--- src/hw/rtl/byte_ring_fifo_core_defines.svh ---
// assertion macros for the byte ring fifo core
// no dependencies, included by the modules that carry assertions
`ifndef BYTE_RING_FIFO_CORE_DEFINES_SVH
`define BYTE_RING_FIFO_CORE_DEFINES_SVH

// consequent in the same cycle
`define BRF_ASSERT_NOW(label, clk, rst, ante, cons, msg) \
   label: assert property (@(posedge clk) disable iff (rst) (ante) |-> (cons)) \
      else $error(msg);

// consequent in the following cycle
`define BRF_ASSERT_NEXT(label, clk, rst, ante, cons, msg) \
   label: assert property (@(posedge clk) disable iff (rst) (ante) |=> (cons)) \
      else $error(msg);

`endif

--- src/hw/rtl/brf_pkg.sv ---
// shared types, codes and defaults for the byte ring fifo core
// no dependencies
package brf_pkg;

   localparam int DEPTH_DEFAULT     = 1024;
   localparam int MAX_RUN_DEFAULT   = 64;
   localparam int ENQ_BYTES_DEFAULT = 8;

   localparam int ADDR_W  = 16;
   localparam int LEN_W   = 7;
   localparam int DATA_W  = 64;
   localparam int COUNT_W = 10;
   localparam int REQ_W   = 3;
   localparam int STAT_W  = 2;

   localparam logic [REQ_W-1:0] REQ_ENQ   = 3'd0;
   localparam logic [REQ_W-1:0] REQ_DEQ   = 3'd1;
   localparam logic [REQ_W-1:0] REQ_PEEK  = 3'd2;
   localparam logic [REQ_W-1:0] REQ_SKIP  = 3'd3;
   localparam logic [REQ_W-1:0] REQ_CLEAR = 3'd4;

   localparam logic [STAT_W-1:0] ST_OK      = 2'd0;
   localparam logic [STAT_W-1:0] ST_NO_ROOM = 2'd1;
   localparam logic [STAT_W-1:0] ST_BAD_LEN = 2'd2;

   typedef enum logic [1:0] {
      CMD_REPORT,
      CMD_WRITE,
      CMD_READ
   } cmd_kind_type;

   typedef enum logic [1:0] {
      BK_IDLE,
      BK_WRITE,
      BK_READ
   } back_state_type;

   typedef struct packed {
      cmd_kind_type        kind;
      logic [STAT_W-1:0]   status;
      logic [ADDR_W-1:0]   addr;
      logic [LEN_W-1:0]    length;
      logic [DATA_W-1:0]   data;
      logic [COUNT_W-1:0]  used;
      logic [COUNT_W-1:0]  free;
   } cmd_type;

endpackage

--- src/hw/rtl/brf_queue.sv ---
// two-entry command queue between front and back end
// uses brf_pkg for the command type
module brf_queue (
   input  logic              clock,
   input  logic              reset,
   input  logic              push,
   input  brf_pkg::cmd_type  push_cmd,
   input  logic              pop,
   output brf_pkg::cmd_type  head,
   output logic              empty,
   output logic              full
);

   brf_pkg::cmd_type slot_ff [2];
   logic       wr_sel_ff, rd_sel_ff;
   logic [1:0] fill_ff, fill_in;

   always_comb begin
      fill_in = fill_ff;
      if (push && !pop) begin
         fill_in = fill_ff + 2'd1;
      end else if (pop && !push) begin
         fill_in = fill_ff - 2'd1;
      end
   end

   assign head  = slot_ff[rd_sel_ff];
   assign empty = (fill_ff == 2'd0);
   assign full  = (fill_ff == 2'd2);

   always_ff @(posedge clock) begin
      if (reset) begin
         wr_sel_ff <= 1'b0;
         rd_sel_ff <= 1'b0;
         fill_ff   <= 2'd0;
      end else begin
         if (push) begin
            wr_sel_ff <= ~wr_sel_ff;
         end
         if (pop) begin
            rd_sel_ff <= ~rd_sel_ff;
         end
         fill_ff <= fill_in;
      end
   end

   always_ff @(posedge clock) begin
      if (push) begin
         slot_ff[wr_sel_ff] <= push_cmd;
      end
   end

endmodule

--- config.mk ---
export PLATFORM = sky130hd
export DESIGN_NAME = brf_queue
export DESIGN_NICKNAME = d
export VERILOG_FILES = /design/src/hw/rtl/byte_ring_fifo_core_defines.svh /design/src/hw/rtl/brf_pkg.sv /design/src/hw/rtl/brf_queue.sv
export SDC_FILE = /design/constraint.sdc
export NUM_CORES = 1
export LEC_CHECK = 0
export BUFFER_PORTS_ARGS = -buffer_cell sky130_fd_sc_hd__buf_2
export CORE_MARGIN = 2
export CORE_UTILIZATION = 40
export DETAILED_ROUTE_END_ITERATION = 12
export GPL_TIMING_DRIVEN = 1
export PLACE_DENSITY = 0.65
export SLEW_MARGIN = 15
export SYNTH_ARGS = -nofsm -noshare
export SYNTH_HDL_FRONTEND = slang
export SYNTH_SLANG_ARGS = --single-unit
export TNS_END_PERCENT = 100
--- constraint.sdc ---
create_clock -name clock -period 5.8 [get_ports clock]
set_input_delay 0.29 -clock clock [delete_from_list [all_inputs] [get_ports clock]]
set_output_delay 0.29 -clock clock [all_outputs]
set_load 0.005 [all_outputs]
## Word-level counts from Yosys, hierarchy flattened

Memories as Yosys holds them, arrays and structs flattened. A register that Yosys moved wholly into a read port is not among the register bits.
Index checks and enable logic that the tools add are counted.

- Output and inout port bits: 113
- Memory bits (writable): 222
- Register bits: 4
- Memories: 1

Memories:

| memory | depth | width | read ports | clocked after memory_dff | write ports | RTL line | RTL |
|---|---|---|---|---|---|---|---|
| slot_ff | 2 | 111 | 1 | 1 | 1 | brf_queue.sv:14 | `brf_pkg::cmd_type slot_ff [2];` |

- Muxes and demuxes: 6
- Eq/ne operators: 1
- Reduce and logical (&&, ||, !) cells: 6
- Add/sub/neg operators: 2
- Bitwise gates (word level): 2

Operator list:

| kind | number |
|---|---|
| two-way mux 1 bit | 4 |
| two-way mux 2 bit | 2 |
| adder 2 x 1 -> 2 bit, second input constant | 1 |
| equality test 2 bit, second input constant | 1 |
| logical AND 1 bit | 2 |
| logical NOT 1 bit | 2 |
| logical NOT 2 bit | 1 |
| inverter 1 bit | 2 |
| nonzero test 2 bit | 1 |
| subtractor 2 x 1 -> 2 bit, second input constant | 1 |

## Logic depth before layout (Yosys ltp)

- Word-level depth: 4
- Gate-level depth with buffers: 5
- Mapped depth without buffers: 5

## Least setup slack after synthesis

Ideal clock, no wire load.

- Kind: register to register
- Start point: reg wr_sel_ff
- End point: mem slot_ff[0][0] in the netlist's numbering, enable pin
- Setup slack: -0.033 ns
- Stages on the path, launching flop included: 2
- Library setup time: 0.595 ns
- Arrival: 5.238 ns
- Clock period less this slack: 5.833 ns
- Buffers on the path: 0
- Path through: dfxtp_1 > nor2b_1

RTL lines:

| element | RTL line | RTL |
|---|---|---|
| from (decl) | brf_queue.sv:15 | `logic wr_sel_ff, rd_sel_ff;` |
| from (signal assigned) | brf_queue.sv:38 | `wr_sel_ff <= ~wr_sel_ff;` |
| to (decl) | brf_queue.sv:14 |  |

Straight into the memory's write port.

==> results_dict.tcl <==
set metrics [dict create \
    drive_gt1_frac 0.5108 \
    status "finished clean" \
    grt_pass1_wl_mm 26.32 \
    ios 228 \
    synth_edf_count 222 \
    hold_class "primary input to flop" \
    synth_area_leaders "edfxtp_1, mux2_2, buf_6, dfxtp_1, nor2_1" \
    final_antenna_net_count 0 \
    yosysSeqAreaShare 0.8205 \
    path_clk_slew_ns 0.05 \
    cts_buffers 24 \
    n_antenna_cell 0 \
    seqPwrFrac 0.529 \
    clkLatencyLatePin_ns 0.50 \
    synth_cell_type_count 16 \
    power.leakage_nw 4.322 \
    criticalPathCategory "flop to output pin" \
    rsz0062_at_grt "false" \
    timing.setup.tns_ns 0 \
    setup_viol 0 \
    avgRoutedWirePerCell_um 16.84 \
    async_flop_share 0 \
    worst_pin_slew_ns 0.8547 \
    vias 4677 \
    start_util 0.4076 \
    switching_share 0.2157 \
    core_area_sq_mm 0.02023 \
    p_clk_frac 0.363 \
    fin_crit_sh 0.5198 \
    first_pass_iters 4 \
    antenna_found_initial 0 \
    cp.arrival_ns 2.72 \
    syn2layout_area_growth_pct 38.95 \
    cp.required_ns 5.51 \
    num_rows 52 \
    grt_pass1_vias 5126 \
    cts_tree "done" \
    crit_path_end_kind "output pin" \
    synth-seq-cells 227 \
    yosysMostFrequentCell "edfxtp_1" \
    grt.overflow.total 0 \
    hpwl_mm 10.17 \
    cts_buffer_depth 3 \
    track_usage 0.1520 \
    irDropWorstVdd_mv 0.1995 \
    p_int_mw 2.897 \
    drc 0 \
    synth_commonest_cells "edfxtp_1, mux2_2, buf_6" \
    portBuffers 227 \
    root_buffer "clkbuf_16" \
    start_kind "flop" \
    drv_cap 0 \
    critPathMaxFanout 62 \
    gp_congestion 0.7319 \
    die_w_um 147.6 \
    synth.cell_area_sq_mm 0.008247 \
    cts_num_sinks 227 \
    hold_viol 0 \
    drt_iter0_drc 186 \
    fin_hold_ws_ns 0.08363 \
    min_period_ns 3.015 \
    synth_cells 367 \
    finalNetCount 840 \
    finClkSkew_ns 0.006696 \
    vias_per_cell 4.631 \
    ys.flop_type "edfxtp_1" \
    die_h_um 147.6 \
    post-synth-top-area-cell "edfxtp_1" \
    fmax_mhz 331.7 \
    drv_slew 0 \
    dieArea_sq_mm 0.02178 \
    syn_area_per_cell_sq_um 22.47 \
    cts_resized 0 \
    syn_nets 483 \
    slew_headroom 0.4302 \
    routed_wl_mm 17.00 \
    synth_top_area_frac 0.8084 \
    power_density_mw_per_mm2 322.4 \
    p_sw_mw 0.7967 \
    cts.htree.levels 1 \
    yosys_warnings 0 \
    grt_max_degree 63 \
    combPwrFrac 0.109 \
]
-- power by group through the flow --
stage          logic [mW]  clock network, mW  registers [mW]
2_1_floorplan       0.195                  0            1.97
3_3_place_gp        0.337                  0            1.98
3_5_place_dp        0.345                  0            1.99
4_1_cts             0.408               1.38            1.95
5_1_grt             0.438               1.44            1.96
6_report            0.402               1.34            1.95
-- logic make-up after synthesis --
kind of cell,share of synthesized area
AOI/OAI and AO/OA,0.001213
DFF,0.8205
and+or+nand+nor,0.005616
buffers and inverters,0.01532
muxes,0.1516
xor gates and xnor gates,0.004249
adders and majority gates,0.001517
-- flip-flops by register name, indices dropped and copies added (netlist names), named ones only --
register,cells
slot_ff,222
fill_ff,2
rd_sel_ff,1
wr_sel_ff,1
-- final timing paths --
path                    to  slack (ns)  depth (start not counted)  startpoint
max reg2reg  slot_ff[1][2]        3.51                          2   wr_sel_ff
min reg2reg      rd_sel_ff        0.52                          2   rd_sel_ff
min              rd_sel_ff        0.08                          3         pop
max                head[9]        2.79                          3        flop
-- cell type report --
class                      instances  area (sq um)
clock buffer                      27         611.8
fill                            1591          8776
tap                              270         337.8
clock inverter                    15         83.83
sequential                       227          6770
multi-input combinational        127          1364
timing repair buffer             343          2287
inverter                           1         3.754
-- layer usage --
layer,vias up,wire [um],GRT usage
met5,-,0,0
met1,2312,6692,0.1773
met2,168,8947,0.2816
li1,2171,-,-
met3,26,1085,0.03580
met4,0,279,0.03894
-- layout by cell type (no fill, tap or decap), drive strengths merged --
master	count
buf	231
clkinvlp	1
and2	1
xor2	2
clkbuf	27
inv	1
mux2	111
nor2b	1
and2b	1
or3	1
xnor2	2
dfxtp	5
dlygate4sd3	112
nor2	5
ha	1
clkinv	14
a21oi	1
o21ai	1
edfxtp	222
-- what timing repair did --
action / in CTS / in global routing
setup endpoints to repair: 0 / 0
hold endpoints to repair: 225 / 0
hold buffers: 112 / 0
buffers inserted: 0 / 0
-- critical path, stage by stage, from the launching register on --
cell,delay [ns]
dfxtp_4,0.76
buf_4,0.73
mux2_2,0.43
buf_2,0.14
-- per-stage QoR --
step | worst slack [ns] | instance area, sq um | power [mW] | util | std cells
floorplan | 2.139 | 8249 | 2.168 | - | 367
global placement | 3.275 | 9642 | 2.318 | 0.4765 | 856
detailed placement | 3.265 | 9642 | 2.333 | 0.4765 | 856
CTS | 2.678 | 11460 | 3.742 | 0.5663 | 1010
global route | 2.609 | 11460 | 3.841 | 0.5663 | 1010
finish | 2.785 | 11460 | 3.694 | 0.5663 | 1010
Note: power is estimated with default switching activity, not from simulation.
